**src/rtl/rzt_sqrt.sv**
```systemverilog
// Digit-by-digit integer square root, one root bit per cycle.
`default_nettype none
module rzt_sqrt #(
  parameter int SIN = 64
) (
  input  wire logic             clk,
  input  wire logic             rst_n,
  input  wire logic             start,
  input  wire logic [SIN-1:0]   radicand,
  output logic                  done,
  output logic [SIN/2-1:0]      root
);
  localparam int RW = SIN / 2;
  localparam int CW = $clog2(RW + 1);

  logic          busy_r;
  logic          done_r;
  logic [CW-1:0] cnt_r;
  logic [SIN-1:0] rad_r;
  logic [RW:0]   rem_r;
  logic [RW-1:0] root_r;

  logic [RW+2:0] rem_sh;
  logic [RW+2:0] trial;
  logic          ge;

  // Bring down two radicand bits and try root*4+1
  always_comb begin
    rem_sh = {rem_r, rad_r[SIN-1 -: 2]};
    trial  = {1'b0, root_r, 2'b01};
    ge     = (rem_sh >= trial);
  end

  always_ff @(posedge clk) begin
    if (!rst_n) begin
      busy_r <= 1'b0;
      done_r <= 1'b0;
      cnt_r  <= '0;
    end else begin
      done_r <= 1'b0;
      if (start && !busy_r) begin
        rad_r  <= radicand;
        rem_r  <= '0;
        root_r <= '0;
        cnt_r  <= CW'(RW);
        busy_r <= 1'b1;
      end else if (busy_r) begin
        rad_r  <= {rad_r[SIN-3:0], 2'b00};
        rem_r  <= ge ? (RW+1)'(rem_sh - trial) : (RW+1)'(rem_sh);
        root_r <= {root_r[RW-2:0], ge};
        cnt_r  <= cnt_r - 1'b1;
        if (cnt_r == CW'(1)) begin
          busy_r <= 1'b0;
          done_r <= 1'b1;
        end
      end
    end
  end

  assign done = done_r;
  assign root = root_r;
endmodule
`default_nettype wire
```
**config.mk**
```make
export PLATFORM = sky130hd
export DESIGN_NAME = rzt_sqrt
export DESIGN_NICKNAME = d
export VERILOG_FILES = /design/src/rtl/rzt_sqrt.sv
export SDC_FILE = /design/constraint.sdc
export NUM_CORES = 1
export LEC_CHECK = 0
export ABC_CLOCK_PERIOD_IN_PS = 4950
export BUFFER_PORTS_ARGS = -buffer_cell sky130_fd_sc_hd__buf_2
export CAP_MARGIN = 20
export CORE_MARGIN = 3
export CORE_UTILIZATION = 35
export CTS_CLUSTER_DIAMETER = 60
export DETAILED_ROUTE_END_ITERATION = 7
export SLEW_MARGIN = 5
export SYNTH_ARGS = -nofsm -noshare
export SYNTH_HDL_FRONTEND = slang
export SYNTH_SLANG_ARGS = --single-unit
```
**constraint.sdc**
```tcl
create_clock -name clk -period 4.95 [get_ports clk]
set_input_delay 0.495 -clock clk [delete_from_list [all_inputs] [get_ports clk]]
set_output_delay 0.495 -clock clk [all_outputs]
set_load 0.01 [all_outputs]
```
[Yosys cells after proc, flatten, opt, wreduce, memory -nomap -nowiden]
Cells that the tools add are included.
Word-level totals
  bits in registers: 137
  latch bits: 0
  bits in writable memories: 0
  ROM bits: 0
  bits of input ports: 67
  output and inout bits: 33
  word-level logic and storage cells: 30
  memories: 0
Operators by class
  add/subtract/negate cells: 2
  $mul: 0
  divide/modulo/power cells: 0
  magnitude comparators: 1
  equal/unequal tests: 1
  shifts and indexed selects: 0
  mux-type cells: 11
  bitwise logic cells: 2
  reductions and logical operators: 6
Operators by type and width (count)
  two-way mux 64 bit: 2
  two-way mux 33 bit: 2
  greater-or-equal comparator 35 x 34 -> 1 bit: 1
  subtractor 33 bit: 1
  two-way mux 32 bit: 1
  two-way mux 6 bit: 2
  == test 6 x 1 -> 1 bit, second input constant: 1
  subtractor 6 x 1 -> 6 bit, second input constant: 1
  two-way mux 1 bit: 4
  OR reduction 3 bit: 1
  inverter 1 bit: 2
  AND reduction 2 bit: 1
  nonzero test 2 bit: 1
  OR reduction 2 bit: 1
  logical AND 1 bit: 1
  zero test 1 bit: 1

[Depth between registers and ports, before layout]
  depth in word-level cells: 4
  depth in mapped cells: 12
  depth with buffers taken out: 10

[Worst setup path before layout]
No wires, ideal clock.
  kind: register to register
  start: reg busy_r
  end: reg rad_r[0] (enable)
  setup time: 500 ps
  data arrival time: 3487 ps
  required time: 4450 ps
  slack: 964 ps
  stages on the path, launching flop included: 3
  buffers on the path: 1
  period minus slack after synthesis: 3986 ps
  path through: dfxtp_1 > clkbuf_1 > o21a_1
On the way
  longest elaborated chain between the ends: 4
Ends and longest elaborated chain
  from (decl): RTL line 16  | logic busy_r;
  from (signal assigned): RTL line 36  | busy_r <= 1'b0;
  from (signal assigned): RTL line 46  | busy_r <= 1'b1;
  from (signal assigned): RTL line 53  | busy_r <= 1'b0;
  zero test 1 bit: RTL line 41  | if (start && !busy_r) begin
  logical AND 1 bit: RTL line 41
  nonzero test 2 bit (no line) *
  AND reduction 2 bit (no line) *
  to (signal assigned): RTL line 42  | rad_r <= radicand;
  to (signal assigned): RTL line 48  | rad_r <= {rad_r[SIN-3:0], 2'b00};
  to (decl): RTL line 19  | logic [SIN-1:0] rad_r;
Every way passes the cells marked *; elsewhere a longest branch is shown, timed or not.
A chain may end at the register's enable or synchronous reset.

[Final worst setup path]
  start: reg rem_r[15]
  end: reg rem_r[21] (data pin)
On the way
  longest elaborated chain between the ends: 3
  elaborated cells between the ends (all ways): 4
  those cells by class: add/sub (1); order compare (1); mux (2)
Ends and longest elaborated chain
  from (decl): RTL line 20  | logic [RW:0] rem_r;
  from (signal assigned): RTL line 49  | rem_r <= ge ? (RW+1)'(rem_sh - trial) : (RW+1)'(rem_sh);
  subtractor 33 bit or greater-or-equal comparator 35 x 34 -> 1 bit (tied branches): RTL line 49, 31
  two-way mux 33 bit *: RTL line 49
  two-way mux 33 bit *: RTL line 47  | end else if (busy_r) begin
Every way passes the cells marked *; elsewhere a longest branch is shown, timed or not. The select of a mux whose other input is x is not followed.

==> impl_metrics.csv <==
group,metric,value,unit
cts,numClockSinks,137,
global_routing,antenna_found_initial,2,
drt,ant_nets,0,
drt,avgViaCountPerCell,4.89,
placement,gp_congestion,0.825,
worst_setup_path,start_kind,"register",
finish,fin_cells,1192,
floorplan,initial_core_util,36.0,%
floorplan,die-height,154,um
sta,timing.final.crit_share,67.1,%
yosys,seq_area_frac_synth,52.7,%
yosys,synth.distinct_cells,57,
worst_hold_path,holdPathEnd,"rad_r[54]",
yosys,synth_top_area_share,50.6,%
global_routing,grt_max_degree,79,
placement,port_buffers,99,
sta,hold_viol_final,0,
global_routing,overflow,0,
global_routing,grt_pass1_wl,28600,um
yosys,synth_edf_count,129,
cts,cts-resized-gates,0,
drt,vias,5824,
yosys,syn_inst,812,
global_routing,grt_pass1_vias,5819,
yosys,yosysTopAreaCell,"edfxtp_1",
worst_setup_path,crit_type,"reg2reg",
yosys,ys.flop_type,"edfxtp_1",
sta,fmax,301,MHz
power,vdd_drop_max,0.000231,V
yosys,synthArstFlopShare,0,%
placement,dp_hpwl,11800,um
flow_run,maxCapViolations,0,
sta,tightest_slew,0.688,ns
cts,cts.reportedPaths.clkPinSlew,0.06,ns
cts,numCtsBuffers,17,
worst_setup_path,r2r_cells,9,
yosys,synth.area.top_cells,"edfxtp_1, nand2_1, ha_1",
yosys,yosysWarnings,0,
worst_setup_path,critPathBufInv,1,
cts,hold_buffers,0,
floorplan,coreArea,21300,um2
floorplan,rows,53,
sta,relSlewSlack,54.1,%
worst_setup_path,path_delay_family,"simple AND/OR/NAND/NOR gates",
worst_setup_path,cp.required,5.12,ns
worst_hold_path,hp-class,"in2reg",
yosys,ys_ff_latch,137,
floorplan,io_pins,100,
sta,setup_tns,0,ns
worst_setup_path,cp_cell_sequence,"ha_1, nand2_1, or4_4, nor3_4, nor3b_4, o21ai_4, buf_4, mux2i_1, nor2_1",
power,power_density,413,nW/um2
yosys,syn-cell-area,7650,um2
global_routing,grt_usage,14.7,%
worst_setup_path,worst-path-max-fanout,19,
sta,rsz0062_at_grt,"false",
worst_setup_path,r2r-end,"rem_r[21]",
drt,dr.pass1.iters,4,
yosys,synth_common_cells,"nand2_1, edfxtp_1, nor2_1",
worst_setup_path,r2r_start,"rem_r[15]",
finish,antenna_cells,0,
sta,fin_worst_skew,0.00948,ns
worst_setup_path,endpoint_kind,"register",
sta,maxSlewViolCount,0,
cts,clk_path_buf_depth,2,
yosys,synth.net_count,915,
yosys,avgSynthCellArea,9.43,um2
placement,dp_cells,1158,
floorplan,die_w,154,um
sta,fin_crit,3.32,ns
cts,tritoncts,"done",
yosys,synth.most_common_cell,"nand2_1",
cts,cts_setup_buffers,0,
drt,drt_iter0_markers,355,
worst_setup_path,cp.arrival,3.49,ns
status,status,"completed",
drt,wirelength,17100,um
worst_setup_path,reg2reg_setup_slack,1.63,ns
cts,htreeDepth,4,
worst_hold_path,min_from,"radicand[54]",
drt,route.detailed.drc,0,
floorplan,die_area,23700,um2
worst_setup_path,slowest_stage,"or4_4",
drt,wire_per_inst,14.3,um
finish,area_growth,18.2,%
worst_hold_path,holdPathStages,3,
cts,clock_latency,0.42,ns
cts,cts_root_buffer,"clkbuf_16",
finish,nets,1007,
worst_setup_path,max_stage_delay,0.57,ns
sta,setup_violations,0,
finish,drive_above_1_share,16.7,%
finish,fillers,2109,
power,p_leak,3.92,nW
layout make-up:
class	count	area [um2]	share of cell area, %
Inverter	45	169	1.87
Clock buffer	18	429	4.74
Timing Repair Buffer	107	581	6.42
Sequential cell	137	4030	44.6
Multi-Input combinational cell	596	3310	36.6
Clock inverter	14	184	2.03
Tap cell	275	344	3.80
metrics by stage:
stage | worst slack, ns | total power [mW] | utilization (%) | hold WS [ns] | instance area (um2)
after global routing | 1.41 | 3.95 | 42.5 | 0.308 | 9050
after detailed placement | 1.58 | 2.42 | 39.4 | 0.487 | 8400
after floorplan | 0.964 | 2.20 | - | 0.469 | 7650
after CTS | 1.57 | 3.78 | 42.3 | 0.307 | 9010
final | 1.63 | 3.74 | 42.5 | 0.327 | 9050
after global placement | 1.66 | 2.41 | 39.4 | 0.483 | 8400
worst max-delay path by stage:
stage | from | end | cells past startpoint
floorplan | busy_r | rad_r[0] | 2
global placement | root[15] | rem_r[20] | 10
detailed placement | rem_r[15] | rem_r[21] | 9
CTS | rem_r[15] | rem_r[25] | 9
global route | root[15] | rem_r[16] | 10
finish | rem_r[15] | rem_r[21] | 9
power breakdown:
group          internal (mW)  switching (mW)  total (mW)
registers               1.42          0.0483        1.47
logic                  0.371           0.552       0.924
clock network          0.808           0.534        1.34
total                   2.60            1.13        3.74
sequential cells by signal, summed over array words and instances (netlist names):
signal / cells
busy_r: 1
rem_r: 33
cnt_r: 6
done: 1
root: 32
rad_r: 64
cell usage in the layout, fill, tap and decap left out, drive strengths merged, types with 6 or more instances in the layout:
master    n
nand2   233
edfxtp  129
buf     107
nor2     90
inv      53
a21oi    45
ha       36
o21ai    27
xnor2    18
clkbuf   18
nand3    16
mux2i    13
a21o     10
nor3     10
nand2b   10
a211oi   10
xor2      8
dfxtp     8
o21a      8
nand4     6
and2      6
per-layer routing:
layer	routed length, um	global-route usage [%]	vias up
met2	7690	23.2	125
met1	8240	19.7	2695
met4	164	3.66	4
met3	923	4.87	20
met5	27	0	-
li1	-	-	2980
tightest hold or removal path, cell delays in order:
cell and delay, ns:
buf_2 0.07, nand2_1 0.04, nand2_1 0.04
cell families (layout without fill, tap and decap cells):
family	Yosys count	in the layout	share of synthesized area [%]
XOR/XNOR	26	26	2.97
multiplexers	13	13	1.70
AO/OA/AOI/OAI	130	130	11.0
AND/OR/NAND/NOR	391	391	21.4
flip-flops	137	137	52.7
adder cells (fa/ha/maj)	36	36	5.88
buffers and inverters	79	184	4.30
Power figures use the tool's default switching activity.
