--- config.mk ---
export PLATFORM = sky130hd
export DESIGN_NAME = rzt_ram
export DESIGN_NICKNAME = d
export VERILOG_FILES = /design/src/rtl/rzt_ram.sv
export SDC_FILE = /design/constraint.sdc
export NUM_CORES = 1
export LEC_CHECK = 0
export ABC_AREA = 1
export BUFFER_PORTS_ARGS = -buffer_cell sky130_fd_sc_hd__clkbuf_2
export CAP_MARGIN = 40
export CORE_ASPECT_RATIO = 1.2
export CORE_MARGIN = 2
export CORE_UTILIZATION = 40
export CTS_BUF_LIST = sky130_fd_sc_hd__clkbuf_8
export DETAILED_ROUTE_END_ITERATION = 8
export PLACE_DENSITY = 0.54
export SYNTH_ARGS = -nofsm -noshare
export SYNTH_HDL_FRONTEND = slang
export SYNTH_SLANG_ARGS = --single-unit
--- constraint.sdc ---
create_clock -name clk -period 11 [get_ports clk]
set_input_delay 1.1 -clock clk [delete_from_list [all_inputs] [get_ports clk]]
set_output_delay 1.1 -clock clk [all_outputs]
set_load 0.01 [all_outputs]
--- src/rtl/rzt_ram.sv ---
// Generic single-write, single-read RAM with registered read data.
`default_nettype none
module rzt_ram #(
  parameter int WIDTH = 24,
  parameter int DEPTH = 64
) (
  input  wire logic                     clk,
  input  wire logic                     wr_en,
  input  wire logic [$clog2(DEPTH)-1:0] wr_addr,
  input  wire logic [WIDTH-1:0]         wr_data,
  input  wire logic                     rd_en,
  input  wire logic [$clog2(DEPTH)-1:0] rd_addr,
  output logic      [WIDTH-1:0]         rd_data
);
  logic [WIDTH-1:0] mem_r [DEPTH];
  logic [WIDTH-1:0] rd_data_r;

  always_ff @(posedge clk) begin
    if (wr_en) begin
      mem_r[wr_addr] <= wr_data;
    end
    if (rd_en) begin
      rd_data_r <= mem_r[rd_addr];
    end
  end

  assign rd_data = rd_data_r;
endmodule
`default_nettype wire

# ---- Yosys cells after proc, flatten, opt, wreduce, memory -nomap -nowiden
# Memory sizes are Yosys's and may differ from the RTL's. A register that Yosys moved wholly into a read port is not among the register bits.
# Cells that the tools add are included.
dict set report totals {
  register_bits 0
  mem_bits_rw 1536
  inputBits 39
  output_inout_bits 24
  elab_cells 3
  memories 1
}
# name words width rd rd_ports_with_merged_regs wr line_no
set memory_table {}
lappend memory_table {mem_r 64 24 1 1 1 15} ;# logic [WIDTH-1:0] mem_r [DEPTH];
dict set report op_classes {
  n_mux 2
}
# op n
set ops {}
lappend ops {{two-way mux 1 bit} 2}

# ---- Depth between registers and ports, before layout
# Gate-level depths: netlist of the first run.
dict set report depth {
  word_depth 2
  ltp_mapped 13
  mapped_depth_nobuf 9
}

# ---- Least setup slack after synthesis of the first run
# OpenSTA, ideal clock, no wires.
dict set report synth_timing {
  path_kind {in2reg}
  start {in wr_en}
  end {mem mem_r[48][0], enable pin}
  setup_ps 466
  arrival_ps 3976
  t_required_ps 10534
  setup_slack_ps 6558
  path_stages 3
  path_buffers 1
  cell_sequence {clkbuf_1 nand4_1 nor4_1}
}
dict set report synth_between {
  elab_chain_len 2
}
# item line_no
set synth_rtl {}
lappend synth_rtl {{from (decl)} 8} ;# input wire logic wr_en,
lappend synth_rtl {{two-way mux 1 bit} 19} ;# if (wr_en) begin
lappend synth_rtl {{two-way mux 1 bit (implied by the code)} 20} ;# mem_r[wr_addr] <= wr_data;
lappend synth_rtl {{to (decl)} 15}
# No other way between the ends.

==> results.cfg, run 1 <==
[route]
drtPass1Iterations = 6
wl_per_cell_um = 25.0
dr_total_vias = 41655
route.detailed.drc = 0
vias_per_cell = 5.45
drtIter0Drc = 4156
drt-total-wl_um = 191000
ant_nets = 0

[pwr]
peakVddDrop_v = 0.000123
finalPower_uw = 12100
p_per_area_mw_per_mm2 = 172
p_leak_uw = 0.0253

[sta]
maxSlewHeadroom_pct = 26.8
tns_ns = 0
fin_crit_ns = 4.27
skew_ns = 0.0743
clock.fmax_mhz = 234
finalSetupViolations = 0
tightest_slew_ns = 1.10
whs_ns = 0.683
fin_crit_sh_pct = 38.8
rsz0062_at_grt = no
hold_viol = 0
slew_viol_final = 0

[cts]
ctsResizeCount = 0
cts_tree = built
path_clk_slew_ns = 0.06
clkSinkCount = 1560
cts-root-buf = clkbuf_8
numCtsBuffers = 277
post-cts-setup-buffers = 0
hold_buffers = 0
ctsHtreeMaxLevel = 5
clkLatencyLatePin_ns = 1.00
clockBufferDepth = 4

[critical_path]
cp.arrival_ns = 5.10
worst-setup-path-type = in -> reg
reg2reg_from = mem_r[58][18]
r2r_end = rd_data[18]
ff2ff_path_depth = 8
cp-end-kind = register
timing.reg2reg.setup_slack_ns = 9.01
worstPathMaxFanout = 214
crit_required_ns = 11.83
startpoint_type = primary input

[global_route]
antenna_found_initial = 11
grt_pass1_wl_um = 277000
grt_usage_pct = 23.6
grt.overflow.total = 0
grt_max_degree = 220
grt_pass1_vias = 39913

[die]
die_w_um = 366
placementRows = 159
initial_utilization_pct = 40.3
core_area_mm2 = 0.156
die_y_um = 439
die-area_mm2 = 0.161
boundaryPins = 63

[status]
status = complete, no violations

[synth]
yosysTopAreaCell = edfxtp_1
avgSynthCellArea_um2 = 12.0
yosys_warnings = 0
syn_inst = 5230
synth_top_area_share_pct = 74.4
synth.yosys.seq_area_share_pct = 74.4
ys_ff_latch = 1560
synth_area_mm2 = 0.0630
syn_nets = 5269
synth_area_leaders = edfxtp_1 74%, nand2_1 12%, nand3_1 10%
synth_cell_types = 16

[job]
max_cap_viol_count = 0

[placement]
gp_congestion = 0.838
portBuffers = 62
placed_area_mm2 = 0.0656
hpwl_um = 98000

[min_path]
min_to = rd_data[22]
hp-class = in -> reg
hold_depth = 1
min_from = rd_en

[finish]
syn_to_final_growth_pct = 11.4
nets = 5413
stdcell_area_mm2 = 0.0702
layout-drive-gt1-share_pct = 10.3
[power breakdown]
group | switching (uW) | internal (uW) | total, uW | leakage, uW
combinational | 618 | 179 | 797 | 0.00856
clock | 2290 | 2390 | 4680 | 0.00272
sequential | 19.3 | 6600 | 6620 | 0.0141
[metrics by stage]
step	instances	setup slack (ns)	util, %
finish	7647	6.73	44.9
global route	7644	6.44	44.9
detailed placement	7187	5.80	41.9
CTS	7642	6.89	44.9
floorplan	5230	6.56	-
global placement	7175	5.81	41.7
[logic make-up (layout without fill, tap and decap cells)]
logic type / after synthesis / count (layout) / share of synthesized area [%]
buffers and inverters: 350 / 670 / 3.20
DFF: 1560 / 1560 / 74.4
other: 0 / 4 / 0
and+or+nand+nor: 3320 / 3320 / 22.4
[cells in the mapped netlist]
cell and n:
nand2_1 1944, edfxtp_1 1560, nand3_1 1303, buf_2 169, clkbuf_1 64, nor2_1 56, buf_6 44, buf_4 30
buf_1 27, inv_1 9, nand4_1 9, nor4_1 8, buf_8 4, clkinv_1 1, inv_2 1, inv_4 1
[worst max path at each step]
stage	from	to	slack, ns	cells after the start
2_1_floorplan	wr_en	mem_r[48][0]	6.56	3
3_3_place_gp	rd_addr[0]	rd_data[19]	5.81	12
3_5_place_dp	rd_addr[0]	rd_data[19]	5.80	12
4_1_cts	rd_addr[0]	rd_data[19]	6.89	12
5_1_grt	rd_addr[0]	rd_data[19]	6.44	13
6_report	rd_addr[0]	rd_data[23]	6.73	13
[cell type report]
cell class	instances	area, um2
clock inverters	175	749
clock buffers	280	3850
fillers	14572	86200
inverters	12	78.8
repair buffers	203	1680
diodes	4	10.0
flip-flops and latches	1560	46800
well taps	2093	2620
multi-input cells	3320	14400
[routing by layer]
| layer | global-route usage, % | vias up | wire (um) |
|---|---|---|---|
| li1 | - | 18752 | - |
| met1 | 32.0 | 20826 | 80000 |
| met2 | 37.8 | 1737 | 90300 |
| met3 | 4.26 | 334 | 14300 |
| met4 | 9.21 | 6 | 6770 |
| met5 | 0 | - | 47 |
[flip-flops by register name (all words and copies together) (netlist names)]
signal	cells
mem_r	1536
rd_data	24
[worst max-delay path, stage by stage]
cell and delay, ns:
buf_8 0.24, inv_16 0.13, buf_16 0.64, buf_4 0.74, buf_4 0.71, nand2_1 0.11
nand3_1 0.10, nand3_1 0.09, nand2_1 0.12, nand2_1 0.11, nand3_1 0.12, nand3_1 0.39
nand2_1 0.21
[layout by cell type, fill, tap and decap left out, drive strengths merged, types with 4 or more instances in the layout]
master,count
nor2,56
diode,4
clkinv,66
nand3,1303
nor4,8
buf,144
inv,114
edfxtp,1560
nand2,1944
clkbuf,339
clkinvlp,5
nand4,9
(Power assumes the default switching activity.)
==> run 2: changes to the inputs <==
==> constraint.sdc (replaced) <==
create_clock -name clk -period 4.2 [get_ports clk]
set_input_delay 0.42 -clock clk [delete_from_list [all_inputs] [get_ports clk]]
set_output_delay 0.42 -clock clk [all_outputs]
set_load 0.01 [all_outputs]
==> results.cfg, run 2 (synthesized netlist as in run 1, its figures left out) <==
[status]
status = complete, no violations

[route]
drtIter0Drc = 4577
wl_per_cell_um = 25.4
vias_per_cell = 5.45
ant_nets = 0
route.detailed.drc = 0
dr_total_vias = 41889
drt-total-wl_um = 195000
drtPass1Iterations = 5

[placement]
gp_congestion = 0.860
placed_area_mm2 = 0.0664
hpwl_um = 110000
portBuffers = 62

[pwr]
peakVddDrop_v = 0.000348
seq_power_share_pct = 55.7
power_frac_clock_pct = 37.2
switching_share_pct = 25.0
power.internal_uw = 23400
p_per_area_mw_per_mm2 = 440
p_switching_uw = 7770
comb_power_share_pct = 7.1
p_leak_uw = 0.0256

[critical_path]
worstPathMaxFanout = 1
cpPeakStageDelay_ns = 0.66
crit_required_ns = 3.78
cp.arrival_ns = 1.94
cp_top_family = flip-flops
path_buf_inv = 1
worst-setup-path-type = reg -> out
crit_slowest_cell = edfxtp_1
startpoint_type = register
cp-end-kind = primary output
path_cells = clkbuf_2

[finish]
stdcell_area_mm2 = 0.0708
largest-register = mem_r
layout_commonest_cell = nand2_1
nets = 5427
syn_to_final_growth_pct = 12.4
layout_common_cells = 1944 x nand2_1, 1560 x edfxtp_1, 1303 x nand3_1
layout-drive-gt1-share_pct = 10.6
nFillCells = 14432
multi_input_area_mm2 = 0.0144
seqCellArea_mm2 = 0.0468
largest_reg_flops = 1536

[cts]
clkLatencyLatePin_ns = 1.01
path_clk_slew_ns = 0.06
cts-root-buf = clkbuf_8
ctsHtreeMaxLevel = 4
clkSinkCount = 1560
cts_tree = built
numCtsBuffers = 240
clockBufferDepth = 3

[sta]
maxSlewHeadroom_pct = 32.8
hold_viol = 0
skew_ns = 0.0666
fin_crit_sh_pct = 56.3
slew_viol_final = 0
finalSetupViolations = 0
rsz0062_at_grt = no
tns_ns = 0
fin_crit_ns = 2.36
clock.fmax_mhz = 423
tightest_slew_ns = 1.01

[die]
initial_utilization_pct = 40.3
die-area_mm2 = 0.161
boundaryPins = 63
die_w_um = 366
core_area_mm2 = 0.156
die_y_um = 439
placementRows = 159

[global_route]
grt.met2_usage_pct = 38.1
grt_max_degree = 148
grt.overflow.total = 0
gr-max-usage-layer = met2
grt_pass1_vias = 39784
use_met3_pct = 3.71
grt_pass1_wl_um = 281000
grt_use_met1_pct = 33.4
antenna_found_initial = 5
grt_usage_pct = 24.0

[min_path]
hp-class = in -> reg

[job]
max_cap_viol_count = 0
run 2: cell count changes in the layout (fill, tap and decap cells not counted), moves of 2 or more:
cell | before | now
clkinvlp_4 | 5 | 2
clkinv_8 | 0 | 5
inv_12 | 0 | 2
buf_16 | 10 | 5
buf_12 | 6 | 52
clkbuf_8 | 281 | 242
inv_6 | 1 | 4
clkinv_1 | 53 | 57
clkinv_2 | 13 | 19
inv_1 | 108 | 115
dlygate4sd3_1 | 0 | 11
run 2: final cells by class:
cell class                 instances  area share, %
antenna                            5         0.0177
tap                             2093           3.70
clock inverter                   203           1.42
timing repair buffer             254           3.63
clock buffer                     241           4.68
inverter                          12          0.111
sequential                      1560           66.2
multi-input combinational       3320           20.3
run 2: power by group through the flow:
stage	Combinational [uW]	Sequential, uW	Clock [uW]
after detailed placement	2190	17700	0
after CTS	2200	17300	11800
after global routing	2370	17300	12400
after global placement	2150	17700	0
after floorplan	1120	17600	0
final	2200	17300	11600
run 2: path summary, 6_finish.rpt:
check,startpoint,end,slack [ns],cells after the start
worst max-delay path,rd_data[3],rd_data[3],1.84,1
worst min-delay path,wr_data[8],mem_r[5][8],0.13,1
worst max register to register,mem_r[6][3],rd_data[3],2.27,8
worst min register to register,mem_r[62][20],rd_data[20],0.88,8
run 2: timing repair:
action | in CTS | in global routing
buffers inserted | 0 | 0
hold buffers | 11 | 0
resized for setup | 0 | 0
hold endpoints to repair | 205 | 0
run 2: metal layers:
metal	vias to the layer above	wire length (um)
li1	18814	-
met1	21082	83300
met2	1677	91500
met3	314	13700
met4	2	6560
met5	-	13
run 2: stage by stage:
stage	utilization (%)	instances	power, uW	hold slack, ns	setup WS, ns
after global routing	45.3	7684	32100	0.0982	1.81
final	45.3	7688	31100	0.132	1.84
after detailed placement	42.4	7228	19800	0.795	0.982
after floorplan	-	5230	18800	0.519	0.438
after global placement	42.1	7205	19800	0.887	0.976
after CTS	45.3	7683	31300	0.0441	1.79
run 2: worst register-to-register path, cell delays in order, from the launching register on:
cell	delay [ns]
edfxtp_1	0.37
nand2_1	0.08
nand3_1	0.09
nand3_1	0.12
nand2_1	0.07
nand2_1	0.10
nand3_1	0.34
nand3_1	0.42
nand2_1	0.12
