### src/rtl/rzt_div.sv
// Restoring divider, one quotient bit per cycle.
`default_nettype none
module rzt_div #(
  parameter int NW = 77,
  parameter int DW = 32
) (
  input  wire logic          clk,
  input  wire logic          rst_n,
  input  wire logic          start,
  input  wire logic [NW-1:0] dividend,
  input  wire logic [DW-1:0] divisor,
  output logic               done,
  output logic [NW-1:0]      quot
);
  localparam int CW = $clog2(NW + 1);

  logic          busy_r;
  logic          done_r;
  logic [CW-1:0] cnt_r;
  logic [DW-1:0] rem_r;
  logic [DW-1:0] dvs_r;
  logic [NW-1:0] sh_r;

  logic [DW:0]   rem_sh;
  logic          ge;
  logic [DW-1:0] rem_nxt;

  // Trial subtract of the shifted remainder
  always_comb begin
    rem_sh  = {rem_r, sh_r[NW-1]};
    ge      = (rem_sh >= {1'b0, dvs_r});
    rem_nxt = ge ? DW'(rem_sh - {1'b0, dvs_r}) : DW'(rem_sh);
  end

  always_ff @(posedge clk) begin
    if (!rst_n) begin
      busy_r <= 1'b0;
      done_r <= 1'b0;
      cnt_r  <= '0;
    end else begin
      done_r <= 1'b0;
      if (start && !busy_r) begin
        rem_r  <= '0;
        sh_r   <= dividend;
        dvs_r  <= divisor;
        cnt_r  <= CW'(NW);
        busy_r <= 1'b1;
      end else if (busy_r) begin
        rem_r <= rem_nxt;
        sh_r  <= {sh_r[NW-2:0], ge};
        cnt_r <= cnt_r - 1'b1;
        if (cnt_r == CW'(1)) begin
          busy_r <= 1'b0;
          done_r <= 1'b1;
        end
      end
    end
  end

  assign done = done_r;
  assign quot = sh_r;
endmodule
`default_nettype wire

### config.mk
export PLATFORM = sky130hd
export DESIGN_NAME = rzt_div
export DESIGN_NICKNAME = d
export VERILOG_FILES = /design/src/rtl/rzt_div.sv
export SDC_FILE = /design/constraint.sdc
export NUM_CORES = 1
export LEC_CHECK = 0
export CAP_MARGIN = 25
export CORE_MARGIN = 3
export CORE_UTILIZATION = 48
export CTS_CLUSTER_DIAMETER = 120
export DETAILED_ROUTE_END_ITERATION = 10
export DONT_BUFFER_PORTS = 1
export PLACE_DENSITY_LB_ADDON = 0.08
export SLEW_MARGIN = 0
export SYNTH_ARGS = -nofsm -noshare
export SYNTH_HDL_FRONTEND = slang
export SYNTH_SLANG_ARGS = --single-unit
### constraint.sdc
create_clock -name clk -period 7 [get_ports clk]
set_input_delay 1.05 -clock clk [delete_from_list [all_inputs] [get_ports clk]]
set_output_delay 1.05 -clock clk [all_outputs]
set_load 0.03 [all_outputs]
# After elaboration in Yosys (flattened, before gate mapping)
# Index checks and enable logic that the tools add are counted.
[classes] n_addsub=2 order_cmp=1 eq_ne=1 muxes=10 bitwise_logic=2 reduce_logical=7
[ops] op="$mux W77" count=2
[ops] op="$mux W32" count=2
[ops] op="$ge A33 B32 Y1" count=1
[ops] op="$sub A32 B32 Y32" count=1
[ops] op="$mux W7" count=2
[ops] op="$eq A7 B1 Y1 const B" count=1
[ops] op="$sub A7 B1 Y7 const B" count=1
[ops] op="$mux W1" count=4
[ops] op="$reduce_and A2 Y1" count=2
[ops] op="$reduce_or A3 Y1" count=1
[ops] op="$not A1 Y1" count=2
[ops] op="$reduce_bool A2 Y1" count=1
[ops] op="$reduce_or A2 Y1" count=1
[ops] op="$logic_and A1 B1 Y1" count=1
[ops] op="$logic_not A1 Y1" count=1
[word_totals] reg_bits=150 inputBits=112 elab_cells=30

# Logic depth before layout (Yosys ltp)
# Gate-level depths: netlist of run 1.
[logic_depth] ltp_word=4 ltp_mapped=12 depth_no_buf=11

# Worst setup path after synthesis of run 1
# No wires, ideal clock.
[synth_timing] kind="input-to-reg" startpoint="input port rst_n" endpoint="register sh_r[0] (netlist: quot[0]) (enable)" setup_ps=578 arrival_ps=5690 required_ps=6422 setup_slack_ps=732 stages=2 n_path_buf=0 path_cell_list="inv_1 nor2_1"
[synth_via] elab_chain_cells=1
[synth_rtl] element="from (decl)" line_no="8" rtl="input wire logic rst_n,"
[synth_rtl] element="$reduce_and A2 Y1 (no line)"
[synth_rtl] element="to (signal assigned)" line_no="44" rtl="sh_r <= dividend;"
[synth_rtl] element="to (signal assigned)" line_no="50" rtl="sh_r <= {sh_r[NW-2:0], ge};"
[synth_rtl] element="to (decl)" line_no="22" rtl="logic [NW-1:0] sh_r;"
# Every way passes these cells.
# A chain may end at the register's enable or synchronous reset.

# Final worst setup path of run 1
[layout_timing] startpoint="register rem_r[20]" endpoint="register rem_r[28], data pin"
[layout_via] elab_chain_cells=3
[layout_rtl] element="from (decl)" line_no="20" rtl="logic [DW-1:0] rem_r;"
[layout_rtl] element="from (signal assigned)" line_no="49" rtl="rem_r <= rem_nxt;"
[layout_rtl] element="$sub A32 B32 Y32 or $ge A33 B32 Y1 (tied branches)" line_no="32, 31"
[layout_rtl] element="$mux W32 (*)" line_no="32" rtl="rem_nxt = ge ? DW'(rem_sh - {1'b0, dvs_r}) : DW'(rem_sh);"
[layout_rtl] element="$mux W32 (*)" line_no="48" rtl="end else if (busy_r) begin"
# Every way passes the cells marked *; elsewhere a longest branch is shown, timed or not. The select of a mux whose other input is x is not followed.

==> impl_results.rst, run 1 <==
.. list-table::
   :header-rows: 1

   * - Metric
     - Value
   * - Fin Clk Skew
     - 12.1 ps
   * - Total number of nets in the final design
     - 979
   * - Core Area
     - 16600 um^2
   * - Cell with the most instances after synthesis
     - sky130_fd_sc_hd__nand2_1
   * - Number of standard cells after synthesis
     - 847
   * - Type of the worst min-delay path
     - register to register
   * - CTS sink count
     - 150
   * - Largest stage delay on the critical path
     - 820 ps
   * - Slew at the pin closest to its max-slew limit
     - 1020 ps
   * - Final critical path time including I/O delays and setup
     - 3830 ps
   * - Via count of the first global-routing pass
     - 6077
   * - Cell types occupying the most area after synthesis
     - sky130_fd_sc_hd__edfxtp_1, sky130_fd_sc_hd__nand2_1, sky130_fd_sc_hd__ha_1, sky130_fd_sc_hd__a21oi_1, sky130_fd_sc_hd__dfxtp_1
   * - Final Max Slew Viols
     - 0
   * - Yosys Warn Count
     - 0
   * - Maximum number of pins on one net before global-route repair
     - 90
   * - Setup repair bufs after CTS
     - 0
   * - Clk pin slew, worst setup/hold paths
     - 60 ps
   * - Hold EP
     - cnt_r[6]$_SDFFE_PN0N_
   * - Total I/O pin count
     - 190
   * - Cell Count Post-Placement
     - 1032
   * - Leakage
     - 3.66 nW
   * - Part of the Yosys area used for sequential elements
     - 0.541
   * - Maximum fanout along the worst path
     - 23
   * - Worst r2r dst
     - rem_r[28]$_SDFFCE_PP0P_
   * - Weighted congestion reported at the end of routability-driven placement
     - 0.865
   * - First-pass iteration count of the detailed router
     - 4
   * - DRT antenna net count
     - 0
   * - Worst-case reg-to-reg path depth
     - 9
   * - Synthesized cell area
     - 8160 um^2
   * - Hold Fails Final Rpt
     - 0
   * - Via count
     - 6133
   * - Slack of the worst reg-to-reg path
     - 3170 ps
   * - Worst-Skew Late Latency
     - 430 ps
   * - # hold bufs at CTS
     - 0
   * - Run status
     - completed
   * - Yosys top cell area share
     - 0.519
   * - Met2 routing resource usage after global routing
     - 0.347
   * - Number of antenna cells inserted
     - 0
   * - Number of synthesized flops with an enable pin
     - 141
   * - CP max stage cell
     - sky130_fd_sc_hd__a21o_1
   * - TritonCTS Buffers
     - 17
   * - Global route overflow
     - 0
   * - Filler cell count in the final layout
     - 1515
   * - Total wire length after detailed routing
     - 19700 um
   * - Async set or reset register ratio after synthesis
     - 0
   * - Initial DRC Count
     - 435
   * - Synth Flop Type
     - sky130_fd_sc_hd__edfxtp_1
   * - Final instance count without filler cells
     - 1065
   * - Clock root buffer
     - sky130_fd_sc_hd__clkbuf_16
   * - Clock tree from TritonCTS
     - done
   * - Floorplan die width
     - 136 um
   * - Kind of critical path
     - register to register
   * - Buffers on Ports
     - 0
   * - Endpoint arrival time on the critical path
     - 4010 ps
   * - Routed wirelength normalized by instance count
     - 18.5 um
   * - Share of final-layout standard cells stronger than drive strength 1
     - 0.0604
   * - Final core area utilization
     - 0.542
   * - Peak Freq
     - 261 MHz
   * - Power density relative to cell area
     - 294 nW/um^2
   * - Antenna violations before repair
     - 0
   * - Largest delay contributor family on the critical path
     - compound AO/OA/AOI/OAI gates
   * - Count of unresolved DRC violations after routing
     - 0
   * - Critical Path End Type
     - register
   * - Global Route met1 Usage
     - 0.267
   * - Max cap viols
     - 0
   * - Min-delay src
     - cnt_r[6]$_SDFFE_PN0N_
   * - Gr busiest metal
     - met2
   * - Setup tns final
     - 0 ps
   * - Standard cell area after detailed placement
     - 8380 um^2
   * - Number of gates resized after CTS
     - 0
   * - Total routing usage reported by global routing
     - 0.213
   * - Library cells used by synthesis
     - 58
   * - CP cell instances
     - ha_1, a21oi_2, inv_1, a31oi_1, a32oi_1, nor3_2, a21o_1, nand2_2, a41o_1
   * - Worst Hold Path Cells
     - 1
   * - Initial Util
     - 0.492
   * - Final critical-path share of the clock period
     - 0.547
   * - Final setup fails
     - 0
   * - Slew HR
     - 0.319
   * - Top cell types by occurrence after synthesis
     - sky130_fd_sc_hd__nand2_1, sky130_fd_sc_hd__edfxtp_1, sky130_fd_sc_hd__a21oi_1, sky130_fd_sc_hd__inv_1, sky130_fd_sc_hd__clkbuf_1
   * - Design Area, Final
     - 8990 um^2
   * - Setup Slack @ Placement
     - 3220 ps
   * - Die Footprint
     - 18600 um^2
   * - GR met3 Demand/Resource
     - 0.0796
   * - Average cell area after synthesis
     - 9.64 um^2
   * - Die Y
     - 136 um
   * - Row count
     - 47
   * - Startpoint class of the critical path
     - register
   * - H-tree level count
     - 4
   * - Number of register bits inferred by synthesis
     - 150
   * - Buffer levels on the longest clock path
     - 2
   * - Peak supply drop
     - 0.000189 V
   * - Wire length of the first global-routing pass
     - 31000 um
   * - Crit Reg-Reg Startpoint
     - rem_r[20]$_SDFFCE_PP0P_
   * - Layout overhead on the synthesized area
     - 10.1%
   * - Unrepaired setup endpoints after global routing
     - no
   * - Buffers and inverters on the worst path
     - 1
   * - Post-synth top area cell
     - sky130_fd_sc_hd__edfxtp_1
   * - Required @ worst endpoint
     - 7180 ps
   * - Start point of the critical path
     - rem_r[20]$_SDFFCE_PP0P_
   * - Final WS setup
     - 3170 ps
   * - Net count after synthesis
     - 994
   * - Via count normalized by instance count
     - 5.76
   * - Detail Placement HPWL
     - 13500 um
-- worst reg2reg max path, delay by kind of cell (launching register included) --
kind                     cells  cell delay, ps
AO/OA/AOI/OAI                5            1890
adder cells (fa/ha/maj)      1             420
AND/OR/NAND/NOR              2             820
buffers and inverters        1              70
flip-flops                   1             410
-- per-layer routing --
layer  wire (um)  share of wire  vias to the layer above
met5           0              0                        -
li1            -              -                     2951
met4         294          0.015                        0
met1        8290           0.42                     2935
met2        9490           0.48                      223
met3        1640          0.083                       24
-- report_power, final --
group	internal [W]	switching, W
Clock	0.000507	0.000409
Sequential	0.00109	0.000115
Combinational	0.000201	0.000326
-- logic make-up after synthesis --
| group | share of synthesized area |
|---|---|
| multiplexers | 0.00368 |
| AND/OR/NAND/NOR | 0.197 |
| XOR/XNOR | 0.0290 |
| adder cells (fa/ha/maj) | 0.0546 |
| flip-flops | 0.541 |
| buffers and inverters | 0.0422 |
| AO/OA/AOI/OAI | 0.132 |
-- layout make-up --
class | instances | area [um^2] | area share
tap | 220 | 275 | 0.0306
clock inverter | 14 | 158 | 0.0175
sequential | 150 | 4410 | 0.491
inverter | 48 | 180 | 0.0200
clock buffer | 18 | 429 | 0.0477
timing repair buffer | 7 | 92.6 | 0.0103
multi-input combinational | 608 | 3440 | 0.383
-- state kept, by name (all words and copies together), names as in the netlist --
| register | flops |
|---|---|
| quot | 77 |
| dvs_r | 32 |
| rem_r | 32 |
| cnt_r | 7 |
| busy_r | 1 |
| done | 1 |
-- worst max path at each step --
stage / slack, ps / depth (start not counted) / to
floorplan: 730 / 2 / quot[0]$_DFFE_PP_
global placement: 3360 / 9 / rem_r[28]$_SDFFCE_PP0P_
detailed placement: 3220 / 9 / rem_r[28]$_SDFFCE_PP0P_
CTS: 3200 / 9 / rem_r[28]$_SDFFCE_PP0P_
global route: 2920 / 9 / rem_r[28]$_SDFFCE_PP0P_
finish: 3170 / 9 / rem_r[28]$_SDFFCE_PP0P_
-- per-stage QoR --
stage          total power, W  hold WS (ps)
2_1_floorplan         0.00162           454
3_3_place_gp          0.00173           477
3_5_place_dp          0.00175           486
4_1_cts               0.00266           499
5_1_grt               0.00278           531
6_report              0.00265           495
-- cells in the final DEF, fill, tap and decap left out, types with 12 or more instances in the layout --
| master | count |
|---|---|
| sky130_fd_sc_hd__inv_1 | 48 |
| sky130_fd_sc_hd__a21oi_1 | 50 |
| sky130_fd_sc_hd__nand2_1 | 260 |
| sky130_fd_sc_hd__a21o_1 | 12 |
| sky130_fd_sc_hd__ha_1 | 34 |
| sky130_fd_sc_hd__nor2_1 | 28 |
| sky130_fd_sc_hd__nor3_1 | 13 |
| sky130_fd_sc_hd__o21ai_0 | 33 |
| sky130_fd_sc_hd__clkbuf_16 | 17 |
| sky130_fd_sc_hd__xnor2_1 | 20 |
| sky130_fd_sc_hd__nand3_1 | 31 |
| sky130_fd_sc_hd__edfxtp_1 | 141 |
Power figures use the tool's default switching activity.
==> inputs of run 2 (changes only) <==
clock period = 4 ns   (was 7 ns; I/O delays follow)
==> run 2 against run 1 <==
- non-clock buffer count is 2 higher
- maximum frequency is 13% higher
- clock skew hardly changed
- combinational power is 74% higher
- largest power group unchanged
- highest routed layer unchanged
==> impl_results.rst, run 2 (synthesized netlist as in run 1, its figures left out) <==
.. list-table::
   :header-rows: 1

   * - Metric
     - Value
   * - Total number of nets in the final design
     - 981 (was 979)
   * - Final Max Slew Viols
     - 0 (unchanged)
   * - Final critical-path share of the clock period
     - 0.849 (was 0.547)
   * - Largest register FFs
     - 77 (unchanged)
   * - Setup tns final
     - 0 ps (unchanged)
   * - Initial DRC Count
     - 343 (was 435)
   * - Die Footprint
     - 18600 um^2 (unchanged)
   * - Initial Util
     - 0.492 (unchanged)
   * - Cell Count Post-Placement
     - 1034 (was 1032)
   * - Setup repair bufs after CTS
     - 0 (unchanged)
   * - Largest delay contributor family on the critical path
     - compound AO/OA/AOI/OAI gates (unchanged)
   * - Wire length of the first global-routing pass
     - 31700 um (was 31000 um)
   * - Endpoint arrival time on the critical path
     - 3570 ps (was 4010 ps)
   * - Fin Clk Skew
     - 12.1 ps (about the same)
   * - Row count
     - 47 (unchanged)
   * - Most used cells in the layout excluding fill and tap cells
     - sky130_fd_sc_hd__nand2_1, sky130_fd_sc_hd__edfxtp_1, sky130_fd_sc_hd__a21oi_1 (unchanged)
   * - CP cell instances
     - ha_1, a21oi_2, inv_1, a31oi_1, a32oi_1, nor3_2, a21o_1, buf_4, a221oi_2, o21a_1 (was ha_1, a21oi_2, inv_1, a31oi_1, a32oi_1, nor3_2, a21o_1, nand2_2, a41o_1)
   * - Peak supply drop
     - 0.000327 V (was 0.000189 V)
   * - Via count
     - 6088 (was 6133)
   * - Peak Freq
     - 294 MHz (was 261 MHz)
   * - Hold Fails Final Rpt
     - 0 (unchanged)
   * - Final instance count without filler cells
     - 1067 (was 1065)
   * - Clock tree from TritonCTS
     - done (unchanged)
   * - Slew at the pin closest to its max-slew limit
     - 994 ps (was 1020 ps)
   * - Detail Placement HPWL
     - 13700 um (was 13500 um)
   * - Maximum number of pins on one net before global-route repair
     - 110 (was 90)
   * - Weighted congestion reported at the end of routability-driven placement
     - 0.883 (was 0.865)
   * - First-pass iteration count of the detailed router
     - 5 (was 4)
   * - Final setup fails
     - 0 (unchanged)
   * - Buffers and inverters on the worst path
     - 2 (was 1)
   * - Unrepaired setup endpoints after global routing
     - no (unchanged)
   * - Buffers on Ports
     - 0 (unchanged)
   * - Power density relative to cell area
     - 513 nW/um^2 (was 294 nW/um^2)
   * - Clock root buffer
     - sky130_fd_sc_hd__clkbuf_16 (unchanged)
   * - Slew HR
     - 0.337 (was 0.319)
   * - CP max stage cell
     - sky130_fd_sc_hd__a21o_1 (unchanged)
   * - Buffer levels on the longest clock path
     - 2 (unchanged)
   * - Floorplan die width
     - 136 um (unchanged)
   * - Share of final-layout standard cells stronger than drive strength 1
     - 0.0626 (was 0.0604)
   * - Kind of critical path
     - register to register (unchanged)
   * - CTS sink count
     - 150 (unchanged)
   * - Worst Hold Path Cells
     - 0 (was 1)
   * - Routed wirelength normalized by instance count
     - 18.5 um (about the same)
   * - # hold bufs at CTS
     - 0 (unchanged)
   * - Layout overhead on the synthesized area
     - 10.1% (about the same)
   * - Number of gates resized after CTS
     - 0 (unchanged)
   * - Global route overflow
     - 0 (unchanged)
   * - Cell count along the critical path
     - 10 (was 9)
   * - Clk pin slew, worst setup/hold paths
     - 70 ps (was 60 ps)
   * - Worst-Skew Late Latency
     - 430 ps (about the same)
   * - Via count normalized by instance count
     - 5.71 (was 5.76)
   * - DRT antenna net count
     - 0 (unchanged)
   * - Number of antenna cells inserted
     - 0 (unchanged)
   * - Maximum fanout along the worst path
     - 12 (was 23)
   * - Die Y
     - 136 um (unchanged)
   * - Total I/O pin count
     - 190 (unchanged)
   * - Max cap viols
     - 0 (unchanged)
   * - Worst hold-check slack
     - 260 ps (was 495 ps)
   * - Antenna violations before repair
     - 0 (unchanged)
   * - Startpoint class of the critical path
     - register (unchanged)
   * - Type of the worst min-delay path
     - input port to register (was register to register)
   * - Setup Slack @ Placement
     - 651 ps (was 3220 ps)
   * - Required @ worst endpoint
     - 4170 ps (was 7180 ps)
   * - Leakage
     - 3.66 nW (about the same)
   * - Final critical path time including I/O delays and setup
     - 3400 ps (was 3830 ps)
   * - Leading cell type in the layout, fill and taps excluded
     - sky130_fd_sc_hd__nand2_1 (unchanged)
   * - TritonCTS Buffers
     - 17 (unchanged)
   * - PnR Total Power
     - 0.00461 W (was 0.00265 W)
   * - Count of unresolved DRC violations after routing
     - 0 (unchanged)
   * - Largest stage delay on the critical path
     - 510 ps (was 820 ps)
   * - Total routing usage reported by global routing
     - 0.218 (was 0.213)
   * - Final WS setup
     - 603 ps (was 3170 ps)
   * - H-tree level count
     - 4 (unchanged)
   * - Via count of the first global-routing pass
     - 6254 (was 6077)
   * - Worst-case reg-to-reg path depth
     - 10 (was 9)
   * - Run status
     - completed (unchanged)
   * - Core Area
     - 16600 um^2 (unchanged)
   * - Total wire length after detailed routing
     - 19700 um (about the same)
   * - Critical Path End Type
     - register (unchanged)
run 2: worst reg2reg max path: cells and delay by family, from the launching register on:
family | cells | cell delay [ps]
buf+inv | 2 | 360
flops | 1 | 400
simple gates | 1 | 430
compound gates | 6 | 1540
fa+ha+maj | 1 | 410
run 2: final cells by class:
class                   instances  area, um^2
repair buffers                  9         100
multi-input cells             608        3430
clock inverters                15         160
inverters                      48         180
flip-flops and latches        150        4410
fillers                      1490        7590
well taps                     220         275
clock buffers                  17         425
run 2: path summary, 6_finish.rpt:
path                                         startpoint  slack (ps)                      end
worst max-delay path            rem_r[20]$_SDFFCE_PP0P_         600  rem_r[22]$_SDFFCE_PP0P_
worst min-delay path                        divisor[19]         260      dvs_r[19]$_DFFE_PP_
worst max register to register  rem_r[20]$_SDFFCE_PP0P_         600  rem_r[22]$_SDFFCE_PP0P_
worst min register to register    cnt_r[6]$_SDFFE_PN0N_         500    cnt_r[6]$_SDFFE_PN0N_
run 2: power by group:
group / total [W] / internal, W / switching, W
clock: 0.00159 / 0.000882 / 0.000710
combinational: 0.000915 / 0.000350 / 0.000565
sequential: 0.00211 / 0.00191 / 0.000201
run 2: metrics by stage:
stage | util | area, um^2
floorplan | - | 8160
global placement | 0.505 | 8380
detailed placement | 0.505 | 8380
CTS | 0.540 | 8960
global route | 0.542 | 8990
finish | 0.542 | 8990
run 2: layer usage:
metal / GRT usage / vias up / share of wire
li1: - / 2958 / -
met1: 0.272 / 2902 / 0.42
met2: 0.356 / 209 / 0.49
met3: 0.0811 / 19 / 0.083
met4: 0.0622 / 0 / 0.012
met5: 0 / - / 0
